$ cat config.mk
export PLATFORM = sky130hd
export DESIGN_NAME = latched_chr_bank_mapper
export DESIGN_NICKNAME = d
export VERILOG_FILES = /design/src/sv/lcbm_pkg.sv /design/src/sv/latched_chr_bank_mapper.sv
export VERILOG_INCLUDE_DIRS = /design/src /design/src/sv
export SDC_FILE = /design/constraint.sdc
export NUM_CORES = 1
export LEC_CHECK = 0
export BUFFER_PORTS_ARGS = -buffer_cell sky130_fd_sc_hd__buf_2
export CORE_MARGIN = 10
export CORE_UTILIZATION = 30
export DETAILED_ROUTE_END_ITERATION = 12
export GPL_ROUTABILITY_DRIVEN = 0
export SETUP_SLACK_MARGIN = 0.15
export SLEW_MARGIN = 20
export SYNTH_ARGS = -nofsm -noshare
export SYNTH_HDL_FRONTEND = slang
export SYNTH_SLANG_ARGS = --single-unit
export TNS_END_PERCENT = 50
$ cat constraint.sdc
create_clock -name clock -period 3 [get_ports clock]
set_input_delay 0.15 -clock clock [delete_from_list [all_inputs] [get_ports clock]]
set_output_delay 0.15 -clock clock [all_outputs]
set_load 0.01 [all_outputs]
$ cat src/sv/latched_chr_bank_mapper_assert.svh
// assertion macros for the latched pattern bank mapper
`ifndef LATCHED_CHR_BANK_MAPPER_ASSERT_SVH
`define LATCHED_CHR_BANK_MAPPER_ASSERT_SVH

`ifndef SYNTH
// same-cycle implication, sampled on clock, idle during reset
`define LCBM_ASSERT_IMP(label, ante, cons) \
   label: assert property (@(posedge clock) disable iff (reset) (ante) |-> (cons)) \
      else $error("assertion failed");
// next-cycle implication
`define LCBM_ASSERT_NXT(label, ante, cons) \
   label: assert property (@(posedge clock) disable iff (reset) (ante) |=> (cons)) \
      else $error("assertion failed");
`else
`define LCBM_ASSERT_IMP(label, ante, cons)
`define LCBM_ASSERT_NXT(label, ante, cons)
`endif

`endif

$ cat src/sv/lcbm_pkg.sv
// types and constants for the latched pattern bank mapper
`timescale 1ns / 1ps
`default_nettype none

package lcbm_pkg;

   localparam int PRG_BANK_BITS = 4;
   localparam int CHR_BANK_BITS = 5;
   localparam int ADDR_BITS     = 16;
   localparam int DATA_BITS     = 8;
   localparam int OFFSET_BITS   = 18;
   localparam int CSR_IDX_BITS  = 2;
   localparam int CSR_DATA_BITS = 5;

   typedef enum logic [1:0] {
      REQ_CPU_WRITE = 2'd0,
      REQ_CPU_READ  = 2'd1,
      REQ_PPU_READ  = 2'd2
   } req_kind_type;

   typedef enum logic [CSR_IDX_BITS-1:0] {
      CSR_LAST_PRG_BANK   = 2'd0,
      CSR_CHR_BANK_MASK   = 2'd1,
      CSR_START_MIRRORING = 2'd2
   } csr_index_type;

   // cpu write windows, by address nibble 15:12
   localparam logic [3:0] NIB_PRG_SEL = 4'hA;
   localparam logic [3:0] NIB_MIRROR  = 4'hF;

   // ppu latch trigger lines, address bits 15:4
   localparam logic [11:0] TRIG_LOW_FD  = 12'h0FD;
   localparam logic [11:0] TRIG_LOW_FE  = 12'h0FE;
   localparam logic [11:0] TRIG_HIGH_FD = 12'h1FD;
   localparam logic [11:0] TRIG_HIGH_FE = 12'h1FE;

   localparam logic [CHR_BANK_BITS-1:0] CHR_MASK_RESET = 5'd15;

endpackage

`default_nettype wire

$ cat src/sv/latched_chr_bank_mapper.sv
// top level of the latched pattern bank mapper
`timescale 1ns / 1ps
`default_nettype none

// channel  | direction | handshake             | payload
// ---------+-----------+-----------------------+------------------------------------------
// req      | in        | req_valid / req_ready | req_type, req_bus_address, req_write_data
// rsp      | out       | rsp_valid / rsp_ready | mapped valid, offset, mirror, half banks
// csr      | in        | csr_wr_en             | csr_index, csr_wdata
//
// one beat in, one beat out; an accepted request shows up at rsp in the cycle after its accept
// throughput is one beat per cycle while rsp_ready holds high, set by the single rsp output register
// req_ready is high whenever the rsp register is empty or being drained this cycle
// mapper state updates at the req accept edge, so back-to-back beats see each
// other's latch and bank writes; synchronous reset, no clearing pass

module latched_chr_bank_mapper (
   input  wire                                     clock,
   input  wire                                     reset,
   // request channel
   input  wire                                     req_valid,
   output logic                                    req_ready,
   input  wire  [1:0]                              req_type,
   input  wire  [lcbm_pkg::ADDR_BITS-1:0]          req_bus_address,
   input  wire  [lcbm_pkg::DATA_BITS-1:0]          req_write_data,
   // response channel
   output logic                                    rsp_valid,
   input  wire                                     rsp_ready,
   output logic                                    rsp_mapped_valid,
   output logic [lcbm_pkg::OFFSET_BITS-1:0]        rsp_mapped_offset,
   output logic                                    rsp_mirror_mode,
   output logic [lcbm_pkg::CHR_BANK_BITS-1:0]      rsp_low_half_bank,
   output logic [lcbm_pkg::CHR_BANK_BITS-1:0]      rsp_high_half_bank,
   // config port
   input  wire                                     csr_wr_en,
   input  wire  [lcbm_pkg::CSR_IDX_BITS-1:0]       csr_index,
   input  wire  [lcbm_pkg::CSR_DATA_BITS-1:0]      csr_wdata
);
   import lcbm_pkg::*;

   `include "latched_chr_bank_mapper_assert.svh"

   // config registers; start mirroring only ever loads the live mirroring
   logic [PRG_BANK_BITS-1:0] last_prg_ff;
   logic [CHR_BANK_BITS-1:0] chr_mask_ff;

   // mapper state
   logic [PRG_BANK_BITS-1:0] prg_sel_ff, prg_sel_in;
   logic [CHR_BANK_BITS-1:0] chr_regs_ff [4];
   logic [CHR_BANK_BITS-1:0] chr_regs_in [4];
   logic                     low_fd_ff, low_fd_in;
   logic                     high_fd_ff, high_fd_in;
   logic                     mirror_ff, mirror_in;

   // response register
   logic                     rsp_valid_ff;
   logic                     rsp_mvalid_ff, rsp_mvalid_in;
   logic [OFFSET_BITS-1:0]   rsp_offset_ff, rsp_offset_in;
   logic                     rsp_mirror_ff;
   logic [CHR_BANK_BITS-1:0] rsp_low_ff, rsp_low_in;
   logic [CHR_BANK_BITS-1:0] rsp_high_ff, rsp_high_in;

   logic                     req_fire;
   logic [3:0]               addr_nib;
   logic [11:0]              addr_line;
   logic [1:0]               chr_wr_idx;
   logic [CHR_BANK_BITS-1:0] ppu_bank;
   logic                     low_fd_hit;

   assign req_ready  = !rsp_valid_ff || rsp_ready;
   assign req_fire   = req_valid && req_ready;
   assign addr_nib   = req_bus_address[15:12];
   assign addr_line  = req_bus_address[15:4];
   // 0xB..0xE map to registers 0..3
   assign chr_wr_idx = 2'(addr_nib[1:0] + 2'd1);
   assign low_fd_hit = req_fire && req_type == REQ_PPU_READ && addr_line == TRIG_LOW_FD;

   always_comb begin
      prg_sel_in    = prg_sel_ff;
      chr_regs_in   = chr_regs_ff;
      low_fd_in     = low_fd_ff;
      high_fd_in    = high_fd_ff;
      mirror_in     = mirror_ff;
      rsp_mvalid_in = 1'b0;
      rsp_offset_in = '0;
      ppu_bank      = '0;

      case (req_type)
         REQ_CPU_WRITE: begin
            if (addr_nib == NIB_PRG_SEL) begin
               prg_sel_in = req_write_data[PRG_BANK_BITS-1:0] & last_prg_ff;
            end else if (addr_nib == NIB_MIRROR) begin
               mirror_in = req_write_data[0];
            end else if (addr_nib > NIB_PRG_SEL) begin
               chr_regs_in[chr_wr_idx] = req_write_data[CHR_BANK_BITS-1:0] & chr_mask_ff;
            end
         end
         REQ_CPU_READ: begin
            if (req_bus_address[15]) begin
               rsp_mvalid_in = 1'b1;
               // upper window is pinned to the last bank
               rsp_offset_in = {(req_bus_address[14] ? last_prg_ff : prg_sel_ff),
                                req_bus_address[13:0]};
            end
         end
         REQ_PPU_READ: begin
            if (req_bus_address[15:13] == 3'b000) begin
               // latch first, then translate with the updated latch
               if (addr_line == TRIG_LOW_FD)       low_fd_in  = 1'b1;
               else if (addr_line == TRIG_LOW_FE)  low_fd_in  = 1'b0;
               if (addr_line == TRIG_HIGH_FD)      high_fd_in = 1'b1;
               else if (addr_line == TRIG_HIGH_FE) high_fd_in = 1'b0;
               rsp_mvalid_in = 1'b1;
            end
         end
         default: begin
         end
      endcase

      // banks seen after this beat's update
      rsp_low_in  = (low_fd_in  ? chr_regs_in[0] : chr_regs_in[1]) & chr_mask_ff;
      rsp_high_in = (high_fd_in ? chr_regs_in[2] : chr_regs_in[3]) & chr_mask_ff;

      if (req_type == REQ_PPU_READ && rsp_mvalid_in) begin
         ppu_bank      = req_bus_address[12] ? rsp_high_in : rsp_low_in;
         rsp_offset_in = OFFSET_BITS'({ppu_bank, req_bus_address[11:0]});
      end
   end

   // control and mapper state
   always_ff @(posedge clock) begin
      if (reset) begin
         last_prg_ff     <= '0;
         chr_mask_ff     <= CHR_MASK_RESET;
         prg_sel_ff      <= '0;
         chr_regs_ff     <= '{default: '0};
         low_fd_ff       <= 1'b0;
         high_fd_ff      <= 1'b0;
         mirror_ff       <= 1'b0;
         rsp_valid_ff    <= 1'b0;
      end else begin
         if (req_fire) begin
            prg_sel_ff  <= prg_sel_in;
            chr_regs_ff <= chr_regs_in;
            low_fd_ff   <= low_fd_in;
            high_fd_ff  <= high_fd_in;
         end
         // a start mirroring write also reloads the live mirroring
         if (csr_wr_en && csr_index == CSR_START_MIRRORING) begin
            mirror_ff <= csr_wdata[0];
         end else if (req_fire) begin
            mirror_ff <= mirror_in;
         end
         if (req_fire) begin
            rsp_valid_ff <= 1'b1;
         end else if (rsp_ready) begin
            rsp_valid_ff <= 1'b0;
         end
         if (csr_wr_en) begin
            case (csr_index)
               CSR_LAST_PRG_BANK: last_prg_ff <= csr_wdata[PRG_BANK_BITS-1:0];
               CSR_CHR_BANK_MASK: chr_mask_ff <= csr_wdata[CHR_BANK_BITS-1:0];
               default: begin
               end
            endcase
         end
      end
   end

   // response payload, loaded on accept
   always_ff @(posedge clock) begin
      if (req_fire) begin
         rsp_mvalid_ff <= rsp_mvalid_in;
         rsp_offset_ff <= rsp_offset_in;
         rsp_mirror_ff <= mirror_in;
         rsp_low_ff    <= rsp_low_in;
         rsp_high_ff   <= rsp_high_in;
      end
   end

   assign rsp_valid          = rsp_valid_ff;
   assign rsp_mapped_valid   = rsp_mvalid_ff;
   assign rsp_mapped_offset  = rsp_offset_ff;
   assign rsp_mirror_mode    = rsp_mirror_ff;
   assign rsp_low_half_bank  = rsp_low_ff;
   assign rsp_high_half_bank = rsp_high_ff;

   `LCBM_ASSERT_NXT(a_fire_gives_rsp, req_fire, rsp_valid_ff)
   `LCBM_ASSERT_IMP(a_no_overwrite, rsp_valid_ff && !rsp_ready, !req_ready)
   `LCBM_ASSERT_NXT(a_low_fd_trigger, low_fd_hit, low_fd_ff)
   `LCBM_ASSERT_IMP(a_unmapped_zero, rsp_valid_ff && !rsp_mvalid_ff, rsp_offset_ff == '0)

endmodule

`default_nettype wire

Yosys cells after proc, flatten, opt, wreduce, memory -nomap -nowiden
Index checks and enable logic that the tools add are counted.
{ "totals": {"register_bits": 67, "output_inout_bits": 32} }
{ "classes": {"add_sub_neg": 1, "order_cmp": 3, "eq_ne": 10, "n_mux": 32, "bitwise_logic": 7, "n_reduce_logical": 15} }
{ "op_table": {"columns": ["cell", "n"], "rows": [
  ["20-bit 2-to-1 mux", 4],
  ["17-bit 2-to-1 mux", 3],
  ["12-bit by 8-bit equality test with 1-bit output, second input constant", 2],
  ["12-bit by 9-bit equality test with 1-bit output, second input constant", 2],
  ["20-bit bitwise mux", 1],
  ["5-bit 2-to-1 mux", 4],
  ["1-bit 2-to-1 mux", 17],
  ["5-bit AND", 3],
  ["5-bit demux with 2-bit select", 1],
  ["4-bit equality test, second input constant", 2],
  ["4-bit AND", 1],
  ["2-bit by 1-bit equality test with 1-bit output, second input constant", 2],
  ["2-bit equality test, second input constant", 2],
  ["4-bit greater-than comparator, second input constant", 1],
  ["1-bit logical AND", 4],
  ["2-bit zero test", 2],
  ["4-bit 2-to-1 mux", 1],
  ["2-bit AND reduction", 2],
  ["2-bit nonzero test", 2],
  ["3-bit greater-or-equal comparator, second input constant", 1],
  ["3-bit zero test", 1],
  ["3-bit by 1-bit less-than comparator with 1-bit output, second input constant", 1],
  ["2-bit NOT with 3-bit output", 1],
  ["3-bit AND reduction", 1],
  ["6 further kinds", 7]
]} }

Depth between registers and ports, before layout
Gate-level depths: netlist of run 1.
{ "depth": {"depth_word": 15, "depth_mapped": 9} }

Least setup slack after synthesis of run 1
OpenSTA, ideal clock, no wires.
{ "synth_path": {"kind": "reg-to-reg", "from": "register rsp_valid_ff (netlist: rsp_valid)", "to": "register chr_regs_ff[5] (netlist name)", "setup_ns": 0.128, "arrival_time_ns": 2.179, "setup_slack_ns": 0.693, "stages_incl_launch_ff": 7, "period_less_slack_ns": 2.307, "path_cell_list": "dfxtp_1 -> nand2b_1 -> nand2_1 -> clkinv_1 -> nand3_1 -> mux2i_1 -> nor2_1"} }
{ "synth_between": {"elab_chain_len": 3} }
{ "synth_lines": {"columns": ["item", "line_no", "text"], "rows": [
  ["from (decl)", "latched_chr_bank_mapper.sv:56", "logic rsp_valid_ff;"],
  ["from (signal assigned)", "latched_chr_bank_mapper.sv:140", "rsp_valid_ff <= 1'b0;"],
  ["from (signal assigned)", "latched_chr_bank_mapper.sv:155", "rsp_valid_ff <= 1'b1;"],
  ["from (signal assigned)", "latched_chr_bank_mapper.sv:157", "rsp_valid_ff <= 1'b0;"],
  ["1-bit zero test", "latched_chr_bank_mapper.sv:70", "assign req_ready = !rsp_valid_ff || rsp_ready;"],
  ["1-bit logical OR", "latched_chr_bank_mapper.sv:70", null],
  ["net req_ready", "latched_chr_bank_mapper.sv:22", "output logic req_ready,"],
  ["1-bit logical AND", "latched_chr_bank_mapper.sv:71", "assign req_fire = req_valid && req_ready;"],
  ["net req_fire", "latched_chr_bank_mapper.sv:63", "logic req_fire;"],
  ["to (signal assigned)", "latched_chr_bank_mapper.sv:144", "chr_regs_ff <= chr_regs_in;"],
  ["to (decl)", "latched_chr_bank_mapper.sv:49", "logic [CHR_BANK_BITS-1:0] chr_regs_ff [4];"]
]} }
The timed path passes the listed nets, and every way through them passes these cells.
A chain may end at the register's enable or synchronous reset.

Worst setup path in the final report of run 1
{ "layout_path": {"from": "input port req_type[0]", "to": "register rsp_offset_ff[13] (netlist: rsp_mapped_offset[13]) (data pin)"} }
{ "layout_between": {"elab_chain_len": 6} }
{ "layout_lines": {"columns": ["item", "line_no", "text"], "rows": [
  ["from (decl)", "latched_chr_bank_mapper.sv:23", "input wire [1:0] req_type,"],
  ["2-bit equality test or 2-bit zero test (tied branches)", "latched_chr_bank_mapper.sv:88", "case (req_type)"],
  ["1-bit 2-to-1 mux or 20-bit 2-to-1 mux (tied branches)", "latched_chr_bank_mapper.sv:88", null],
  ["5-bit 2-to-1 mux (*)", "latched_chr_bank_mapper.sv:121", "rsp_low_in = (low_fd_in ? chr_regs_in[0] : chr_regs_in[1]) & chr_mask_ff;"],
  ["5-bit AND (*)", "latched_chr_bank_mapper.sv:121", null],
  ["net rsp_low_in[1]", "latched_chr_bank_mapper.sv:60", "logic [CHR_BANK_BITS-1:0] rsp_low_ff, rsp_low_in;"],
  ["5-bit 2-to-1 mux (*)", "latched_chr_bank_mapper.sv:125", "ppu_bank = req_bus_address[12] ? rsp_high_in : rsp_low_in;"],
  ["17-bit 2-to-1 mux (*)", "latched_chr_bank_mapper.sv:124", "if (req_type == REQ_PPU_READ && rsp_mvalid_in) begin"],
  ["net rsp_offset_in[13]", "latched_chr_bank_mapper.sv:58", "logic [OFFSET_BITS-1:0] rsp_offset_ff, rsp_offset_in;"],
  ["to (signal assigned)", "latched_chr_bank_mapper.sv:174", "rsp_offset_ff <= rsp_offset_in;"],
  ["to (decl)", "latched_chr_bank_mapper.sv:58", null]
]} }
The timed path passes the listed nets; every way through them passes the cells marked *.

==> run summary, run 1 <==
The standard cell core area came out at 10200 um2. The run gives 14900 um2 as the area enclosed by the die boundary. The largest individual stage delay along the critical path comes from the cell sky130_fd_sc_hd__a2bb2oi_1. Setup slack closes at 439 ps. The average instance in the mapped netlist occupies 11.0 um2.

The cell area that synthesis handed to floorplanning was 3130 um2. The number of synthesized flops with an enable pin is 30, and the count of input and output buffers is 66. Instance count of the mapped netlist: 286. The number of antenna diodes in the final layout is 0.

Setup repair after global routing left no endpoint under its margin. The synthesized netlist devotes 1.20% of its cell area to adder and majority cells. Worst min-delay path category: in -> reg. The pin count of the biggest net entering global routing is 38, and the overall overflow remaining after global route is 0.

The tools report the type of origin of the critical path as a primary input. The number of hold buffers added after CTS was 0. The share of the clock period used by the worst path after layout is 85.4%. The worst setup path is captured at a flip-flop.

The worst-margin pin slew is 1110 ps. The run gives 0 as the post-cts sizing count. The total count of max-transition violations in the final report is 0, and the data required time at the worst endpoint is 3100 ps. The critical path contains buffers and inverters numbering 2 combined.

The run gives 0 as the number of failing setup endpoints in the final timing report. Buffer cell driving the clock tree root: sky130_fd_sc_hd__clkbuf_8. Dividing total power by cell area gives a power density of 498 nW/um2.

In this run the count of I/O pins placed on the die edge is 70. Walking the worst path, the cells encountered are buf_2, inv_1, ha_1, or4b_4, nor4_1, a2bb2oi_1, nand2_1, o211a_1, a221o_1. In this run the core area contains 37 standard-cell rows. Clock skew: 9.32 ps. In the layout the commonest cells are 66 x sky130_fd_sc_hd__buf_2, 40 x sky130_fd_sc_hd__mux2i_1, 37 x sky130_fd_sc_hd__dfxtp_1.

The area growth from synthesis to layout is 21.1%. The first global-routing pass estimated 12500 um of wire. TritonCTS built the clock tree. The post-synthesis share of cell area spent on xor and xnor gates was 0%. In the final layout, the share of cells above drive strength 1 is 27.0%.

For the number of H-tree levels, the log shows 3. The run finished with clean final reports. Source of the worst register-to-register timing path: high_fd_ff. In this design, the largest share of critical-path delay is due to compound AO/OA/AOI/OAI gates. The aggregate negative setup slack came out at 0 ps. The synthesized-area fraction occupied by and/or/nand/nor cells was 17.9%; the buffer levels on the longest clock path was 2. For the routed via count, the log shows 2299. After synthesis, the largest family of logic cells by area is simple AND/OR/NAND/NOR gates. Longest individual stage delay on the worst path: 690 ps.

Data on the critical path arrives at its endpoint at 2660 ps. Among all flip-flop cells after synthesis, the most frequent one is sky130_fd_sc_hd__dfxtp_1. Count of yosys warnings during synthesis: 0. The number of setup buffers added after CTS was 0. Commonest non-fill, non-tap cell in the layout: sky130_fd_sc_hd__buf_2. The die boundary height was 122 um; the total clock sinks was 67. The mux contribution to synthesized area is 16.7%. The critical path in this run is classified as in -> reg. In the routed design, unresolved DRC markers number 0. Highest net fanout along the worst path: 11. The first detailed-routing pass ran for 4 iterations.

The tools report the aggregate global-route resource usage as 10.6%. The effective utilization at floorplan is 30.6%. In this run the most critical hold path is launched from req_valid. Prior to clock tree synthesis, the placed netlist has a worst setup slack of 69.6 ps.

The violation count after the first detailed-route iteration is 176, and the clock insertion delay at the later pin of the skew report is 340 ps. Static timing analysis puts the maximum clock frequency at 0.390 GHz. Once detailed placement completed, the half-perimeter wirelength came to 5970 um. The run gives 1 as the number of antenna violations at the first check in global routing. The average wire length per cell after detail routing came out at 15.7 um.

Summed over all layers, the routed wires come to 7770 um. The tools report the number of global-route vias before repair as 2336. The run gives 9 as the total clock buffers created by CTS.

The placed instance count came out at 480. The number of hold violations in the final report is 0, and the post-layout net count is 396. In this run the remaining antenna-violating nets after routing total 0. The synthesized-area fraction occupied by ao, oa, aoi and oai cells is 8.75%.

Across the run, the number of max-cap violations was 0. For this run, the register share of the synthesized area comes to 52.4%. After layout, the design draws a total of 1.89 mW.

Async set-or-reset flop fraction in the synthesized netlist: 0%. The synthesized netlist net count is 327. The distinct cell type count after synthesis was 39; the headroom to the max-slew limit was 25.1%. VDD sags by at most 0.167 mV. The worst path needs 2560 ps of the cycle, external delays included. Summed over all cells, the static leakage comes to 1.77 nW. Clock-pin slew was measured on the worst setup and hold paths at 70 ps. After the flow finishes, the layout carries non-filler instances totaling 495. The launch point of the worst path was req_type[0].

After synthesis the netlist holds a flip-flop and latch count of 67. Dividing the detail-routed via count by the number of cells gives 4.64. Measured along the x axis, the die boundary spans 122 um.
-- kinds of logic (layout without fill, tap and decap cells) --
| family | Yosys count | in the layout |
|---|---|---|
| multiplexers | 51 | 51 |
| adder cells (fa/ha/maj) | 3 | 3 |
| buffers and inverters | 20 | 93 |
| AO/OA/AOI/OAI | 33 | 33 |
| flip-flops | 67 | 67 |
| AND/OR/NAND/NOR | 112 | 112 |
-- per-stage QoR --
| step | hold slack, ps | utilization [%] | area (um2) |
|---|---|---|---|
| 3_3_place_gp | 394 | 35.1 | 3600 |
| 5_1_grt | 57.9 | 37.1 | 3790 |
| 3_5_place_dp | 404 | 35.1 | 3600 |
| 6_report | 52.0 | 37.1 | 3790 |
| 4_1_cts | 40.2 | 37.1 | 3790 |
| 2_1_floorplan | 279 | - | 3130 |
-- cell type report --
cell class,count,area [um2]
Inverter,9,33.8
Timing Repair Buffer,69,353
Clock buffer,14,194
Fill cell,1032,6440
Tap cell,136,170
Clock inverter,1,5.00
Sequential cell,67,1640
Multi-Input combinational cell,199,1400
-- where the power goes --
part | switching (mW) | internal [mW] | total, mW
Sequential | 0.0130 | 0.984 | 0.997
Combinational | 0.0956 | 0.0612 | 0.157
Clock | 0.323 | 0.413 | 0.736
Total | 0.431 | 1.46 | 1.89
-- routing by layer --
| metal | track usage (%) | vias up | part of all wire [%] |
|---|---|---|---|
| met4 | 5.08 | 2 | 1.6 |
| met2 | 16.6 | 63 | 44 |
| met1 | 13.1 | 1048 | 47 |
| met5 | 0 | - | 0.17 |
| met3 | 3.24 | 14 | 7.3 |
| li1 | - | 1172 | - |
-- synthesized netlist by cell type (3+ instances only) --
| master | number | area share (%) |
|---|---|---|
| sky130_fd_sc_hd__o211a_1 | 9 | 2.9 |
| sky130_fd_sc_hd__ha_1 | 3 | 1.2 |
| sky130_fd_sc_hd__nand2_1 | 24 | 2.9 |
| sky130_fd_sc_hd__inv_1 | 8 | 0.96 |
| sky130_fd_sc_hd__nor2_1 | 33 | 4.0 |
| sky130_fd_sc_hd__dfxtp_1 | 37 | 24 |
| sky130_fd_sc_hd__nand2b_1 | 8 | 1.6 |
| sky130_fd_sc_hd__nor3_1 | 7 | 1.1 |
| sky130_fd_sc_hd__edfxtp_1 | 30 | 29 |
| sky130_fd_sc_hd__a211o_1 | 5 | 1.4 |
| sky130_fd_sc_hd__clkbuf_1 | 6 | 0.72 |
| sky130_fd_sc_hd__mux2i_1 | 40 | 13 |
| sky130_fd_sc_hd__and2_1 | 17 | 3.4 |
| sky130_fd_sc_hd__nand3_1 | 6 | 0.96 |
| sky130_fd_sc_hd__a221o_1 | 4 | 1.3 |
| sky130_fd_sc_hd__mux2_2 | 11 | 4.0 |
| sky130_fd_sc_hd__a21oi_1 | 7 | 1.1 |
| sky130_fd_sc_hd__nor4_1 | 3 | 0.60 |
-- registers in the layout (all words and copies together) (netlist names) --
name / flops
mirror_ff: 1
rsp_valid: 1
rsp_high_half_bank: 5
last_prg_ff: 4
prg_sel_ff: 4
chr_regs_ff: 20
rsp_mapped_offset: 18
low_fd_ff: 1
rsp_low_half_bank: 5
rsp_mapped_valid: 1
chr_mask_ff: 5
rsp_mirror_mode: 1
high_fd_ff: 1
-- path summary, 6_finish.rpt --
check | cells past startpoint | slack [ps] | end
worst min register to register | 2 | 470 | prg_sel_ff[0]
worst max register to register | 5 | 1020 | rsp_mapped_offset[14]
worst max-delay path | 9 | 440 | rsp_mapped_offset[13]
worst min-delay path | 3 | 50 | rsp_valid
-- tightest hold or removal path: cells and delay by family --
| kind | cells | cell delay (ps) |
|---|---|---|
| buffers and inverters | 2 | 140 |
| AOI/OAI and AO/OA | 1 | 50 |
(Power assumes the default switching activity.)
==> run 2, diff against run 1 <==
- RECOVER_POWER: unset -> 100
==> run 2 against run 1 <==
Non-clock buffer count unchanged. Wire length grew 0.58%. Register-to-register slack about the same. Largest power group unchanged.
==> run summary, run 2 (same netlist as run 1, synthesis figures left out) <==
STA classifies the critical path endpoint as a flip-flop. The run gives 2 as the buffer levels on the longest clock path. The library cells used most frequently in the layout, excluding fill and tap cells, are 40 x sky130_fd_sc_hd__mux2i_1, 38 x sky130_fd_sc_hd__clkbuf_1, 37 x sky130_fd_sc_hd__dfxtp_1.

The net switching power was 0.433 mW. Setup violations remaining at the end of the flow were counted as 0. The root buffer cell chosen for the clock tree is sky130_fd_sc_hd__clkbuf_8.

The maximum clock frequency is 0.385 GHz, and the total clock buffers created by CTS is 9. The final routed wirelength across all metal layers is 7820 um, and the number of setup buffers added after CTS is 0. Setup repair after global routing left no endpoint under its margin. At the pin with the least slew margin, the transition time is 1110 ps. The overall overflow remaining after global route was 0.

The effective utilization at floorplan is 30.6%, and the count of pins on the block boundary is 70. Of the total power, registers draw 53.0%. Measured along the y axis, the die boundary spans 122 um.

Summed over all failing endpoints, the final setup total negative slack is 0 ps. In the routed design, unresolved DRC markers number 0. Dividing total power by cell area gives a power density of 504 nW/um2. The first global-routing pass estimated 12500 um of wire. The tree built by TritonCTS fans out to 67 sinks. The die covers 14900 um2.

Counting flops per register, the top entry is chr_regs_ff. Entering global routing, the biggest net connects 38 pins. Measured along the x axis, the die boundary spans 122 um. The maximum vdd ir drop was 0.166 mV; the clock network fraction of total power was 39.1%. The run gives 0 as the number of diodes added for antenna fixing. The flow ran to the end, and the final reports show no timing, DRC or antenna violations.

The buffering stage count on the worst path with inverters included was 2. The count of input and output buffers came out at 66. The post-route antenna net violation count was 0; the clock skew was 9.22 ps.

The critical path is of the in -> reg type. The fraction of layout cells with a size suffix above 1 came out at 16.2%. The critical path data arrival time was 2690 ps. From synthesis to final layout, the design area changed by 19.4%. The tools report the final-layout fill cell count as 1062. The cell with the largest stage delay on the worst path is sky130_fd_sc_hd__a2bb2oi_1. The number of optimization iterations in the first detailed-route pass was 4.

The commonest non-fill, non-tap cell in the layout is sky130_fd_sc_hd__mux2i_1. The startpoint identified for the worst register-to-register timing path is high_fd_ff. The clock edge transition at the registers on the reported setup and hold paths was 70 ps; the combinational share of power was 7.9%. Worst min-delay path category: in -> reg. The post-cts sizing count is 0, and the number of flip-flops in the largest register is 20.

Dividing the final minimum period by the clock period gives 86.5%. For this design the static power due to leakage is 1.65 nW. The mean number of vias per cell works out to 4.66. The top cell family by delay on the critical path was compound AO/OA/AOI/OAI gates. For this block, the via count after detailed routing is 2308. The tools report the number of global-route vias before repair as 2336.

The tools report the number of hold violations in the final report as 0. The critical path starts at req_type[0]. The aggregate global-route resource usage came out at 10.6%. The placed wire-length estimate was 5970 um; the share of total power consumed by net switching was 23.0%. The signal on the critical path passes through clkbuf_1, inv_1, ha_1, or4b_1, nor4_1, a2bb2oi_1, nand2_1, o211a_1, a221o_1.

The smallest clock period supported by the final layout is computed as 2600 ps. For this run, the slowest stage of the critical path takes 690 ps. STA puts the critical path data required time at 3100 ps. The final layout contains 396 nets. The internal portion of the total power is 1.45 mW. After floorplanning, the core was sized to cover 10200 um2. The tools report the type of origin of the critical path as a primary input. Buffers inserted to repair hold after CTS numbered 0. The headroom to the max-slew limit was 25.2%; the clock insertion delay at the later pin of the skew report was 340 ps. Of all nets on the critical path, the largest fanout is 11. TritonCTS built the clock tree. Once layout is complete, the utilization of the core stands at 36.6%. The run gives 3 as the number of H-tree levels.

Launch point of the worst hold path: req_valid. Number of antenna violations at the first check in global routing: 1. The total count of max-transition violations in the final report is 0, and the count of maximum capacitance violations is 0. The detailed router finished its first iteration with 157 violations. The number of cell rows was 37.

The average wire length per cell after detail routing came out at 15.8 um.
==> run 2: changes by cell type in the layout (fill, tap and decap cells not counted), sizes merged <==
cell,before,now
clkbuf,14,52
buf,69,31
==> run 2: area by class of cell <==
class / count / area, um2 / share of cell area, %
inverters: 9 / 33.8 / 0.903
well taps: 136 / 170 / 4.55
multi-input cells: 199 / 1390 / 37.3
clock buffers: 14 / 194 / 5.19
clock inverters: 1 / 5.00 / 0.134
flip-flops and latches: 67 / 1640 / 43.9
repair buffers: 69 / 302 / 8.06
==> run 2: worst paths after layout <==
path / end / slack, ps / depth (start not counted)
setup reg to reg: rsp_mapped_offset[14] / 1020 / 5
setup / recovery: rsp_mapped_offset[13] / 400 / 9
hold reg to reg: prg_sel_ff[0] / 470 / 2
hold / removal: rsp_valid / 50 / 3
==> run 2: metal layers <==
metal	up-vias	share of wire (%)	global-route usage (%)
met4	2	1.4	5.08
met5	-	0.17	0
met1	1054	47	13.1
met2	67	44	16.6
li1	1173	-	-
met3	12	6.8	3.24
==> run 2: per-stage QoR <==
step | worst slack, ps | cells | power (mW) | instance area [um2] | hold slack [ps]
5_1_grt | 133 | 495 | 1.96 | 3740 | 57.9
4_1_cts | 426 | 495 | 1.91 | 3790 | 40.2
3_3_place_gp | 135 | 480 | 1.17 | 3600 | 394
2_1_floorplan | 693 | 286 | 1.10 | 3130 | 279
3_5_place_dp | 69.6 | 480 | 1.18 | 3600 | 404
6_report | 404 | 495 | 1.88 | 3740 | 53.6
==> run 2: power groups by stage <==
stage	sequential [mW]	combinational [mW]	clock [mW]
2_1_floorplan	1.03	0.0705	0
3_3_place_gp	1.02	0.156	0
3_5_place_dp	1.02	0.159	0
4_1_cts	0.998	0.160	0.757
5_1_grt	1.00	0.167	0.794
6_report	0.998	0.149	0.736
==> run 2: worst min-delay path, cell delays in order <==
cell and delay (ps):
sky130_fd_sc_hd__buf_2 100, sky130_fd_sc_hd__inv_1 40, sky130_fd_sc_hd__a21oi_1 50
==> run 3, diff against run 2 <==
- RECOVER_POWER: 100 -> 25
==> run 3 against run 2 <==
Design area is 0.57% higher. Clock skew hardly changed. Sequential power hardly changed. Non-clock buffer count stayed put. Hold slack worse by 3.3 ps. Setup slack better by 37 ps.
==> run summary, run 3 (same netlist as run 1, synthesis figures left out) <==
The number of diodes added for antenna fixing was 0; the total clock buffers created by CTS was 9. Buffers inserted to repair hold after CTS numbered 0. In the layout the commonest cells are 40 x sky130_fd_sc_hd__mux2i_1, 39 x sky130_fd_sc_hd__buf_2, 37 x sky130_fd_sc_hd__dfxtp_1. The analysis attributes to net switching a power of 0.434 mW. For this configuration, the core starts out at a cell density of 30.6%.

The tools report the buffer cell driving the clock tree root as sky130_fd_sc_hd__clkbuf_8. The worst setup path is launched from a primary input. After clock tree synthesis, the clock-pin slew on the worst setup and hold paths is 60 ps. The register bank with the most flops was chr_regs_ff.

The number of global-route vias before repair came out at 2336. The number of flip-flops in the largest register came out at 20. Final hold analysis gives a worst-case slack of 50.2 ps. The worst path in the final design needs a cycle of 2560 ps, including I/O delays and setup.

The slowest stage of the critical path is the sky130_fd_sc_hd__a2bb2oi_1 cell. The die boundary height works out to 122 um. The worst min-delay path category was in -> reg. The mean number of vias per cell is 4.64. The library cell used most frequently in the layout, excluding fill and tap cells, is sky130_fd_sc_hd__mux2i_1. The buffering stage count on the worst path with inverters included came out at 2. TritonCTS built the clock tree. The tools report the number of cell rows as 37. Setup total negative slack on the finished layout was measured at 0 ps.

After detailed placement, the design holds a cell count of 480. After global routing the overflow that remains totals 0. The HPWL after detailed placement is 5970 um. The number of hold violations in the final report came out at 0. Setup violations remaining at the end of the flow were counted as 0. Number of H-tree levels: 3. Path type of the worst setup path: in -> reg. In this run the standard cell core region covers 10200 um2. The number of antenna violations at the first check in global routing is 1, and the violation count after the first detailed-route iteration is 177. Setup repair after global routing left no endpoint under its margin. The share of the clock period used by the worst path after layout came out at 85.3%. The routed via count was 2296; the share of total power consumed by net switching was 23.0%. For the number of optimization iterations in the first detailed-route pass, the log shows 4. The run gives 38 as the pin count of the biggest net entering global routing. The count of nets left with antenna violations once routing finished came out at 0. The cell family contributing the most delay on the critical path is compound AO/OA/AOI/OAI gates. For this run, the slowest stage of the critical path takes 690 ps. The share of total power dissipated in the clock network is 39.1%.

The run gives 495 as the number of standard cells in the final layout excluding fillers. Walking the worst path, the cells encountered are buf_2, inv_1, ha_1, or4b_4, nor4_1, a2bb2oi_1, nand2_1, o211a_1, a221o_1. The worst setup path is captured at a flip-flop. Across the run, the number of max-cap violations was 0. In this run the static leakage power is 1.69 nW. Fraction of layout cells with a size suffix above 1: 19.5%. The internal power contribution is 1.45 mW, and the total clock sinks is 67. The clock reaches the later pin of the worst-skew pair after 340 ps.

Pin placement for this block handled 70 I/O pins. The first global-routing pass estimated 12500 um of wire. Of the total power, combinational logic draws 8.0%.

At the worst endpoint, the arrival time is 2650 ps. The clock passes through at most 2 buffers. Along the worst path, the maximum fanout reaches 11. The sequential share of power was 52.9%. The worst pin sits at a relative slew slack of 23.8%. In the final routed layout, each cell accounts on average for 15.8 um. STA puts the critical path data required time at 3090 ps.

The die outline width was 122 um. The maximum vdd ir drop came out at 0.166 mV. Buffers placed on the I/O ports in this run total 66. The run finished with clean final reports.

The total count of max-transition violations in the final report was 0; the power density over the cells was 502 nW/um2. The area enclosed by the die boundary is 14900 um2. The final routed wirelength across all metal layers is 7840 um. In this run the register-to-register setup slack is 1020 ps. For this run, the post-layout net count is 396. Clock skew on the completed layout was measured at 9.52 ps. For the pin with the worst max-slew slack, the measured transition is 1130 ps.

Number of design rule violations left after detail routing: 0. Relative to the synthesized area, the layout overhead comes to 20.0%. Global routing used 10.6% of the available tracks. The number of setup buffers added after CTS was 0; the maximum clock frequency was 0.391 GHz. Post-cts sizing count: 0.
## run 3: changes by cell type in the layout (fill, tap and decap cells not counted), moves of 2 or more
cell                       previous run  this run
sky130_fd_sc_hd__and2_1              14        17
sky130_fd_sc_hd__and2_0               3         0
sky130_fd_sc_hd__buf_2               30        39
sky130_fd_sc_hd__clkbuf_1            38        28
sky130_fd_sc_hd__buf_4                1         3
## run 3: routing by layer
layer	vias to the layer above	GRT usage, %	share of wire (%)
met5	-	0	0.17
met4	2	5.08	1.8
met3	14	3.24	6.7
met2	60	16.6	44
met1	1046	13.1	48
li1	1174	-	-
## run 3: worst paths after layout
check	start	to	depth (start not counted)
max	req_type[0]	rsp_mapped_offset[16]	9
min	req_valid	rsp_valid	3
max reg2reg	high_fd_ff	rsp_mapped_offset[14]	5
min reg2reg	prg_sel_ff[0]	prg_sel_ff[0]	2
## run 3: cell type report
| cell class | instances | area, um2 |
|---|---|---|
| clock inverters | 1 | 5.00 |
| multi-input cells | 199 | 1400 |
| fillers | 1049 | 6470 |
| well taps | 136 | 170 |
| clock buffers | 14 | 194 |
| inverters | 9 | 33.8 |
| repair buffers | 69 | 319 |
| flip-flops and latches | 67 | 1640 |
## run 3: power by group through the flow
stage / Clock, mW / Sequential (mW) / Combinational [mW]
floorplan: 0 / 1.03 / 0.0705
global placement: 0 / 1.02 / 0.156
detailed placement: 0 / 1.02 / 0.159
CTS: 0.757 / 0.998 / 0.160
global route: 0.794 / 1.00 / 0.170
finish: 0.738 / 0.998 / 0.151
## run 3: worst reg2reg max path, delay by kind of cell (launching register included)
kind               cells  cell delay (ps)
AOI/OAI and AO/OA      4             1260
and+or+nand+nor        1              120
DFF                    1              360
## run 3: stage by stage
stage / worst slack, ps / area [um2] / power [mW] / utilization, %
2_1_floorplan: 693 / 3130 / 1.10 / -
3_3_place_gp: 135 / 3600 / 1.17 / 35.1
3_5_place_dp: 69.6 / 3600 / 1.18 / 35.1
4_1_cts: 426 / 3790 / 1.91 / 37.1
5_1_grt: 176 / 3760 / 1.96 / 36.8
6_report: 441 / 3760 / 1.89 / 36.8
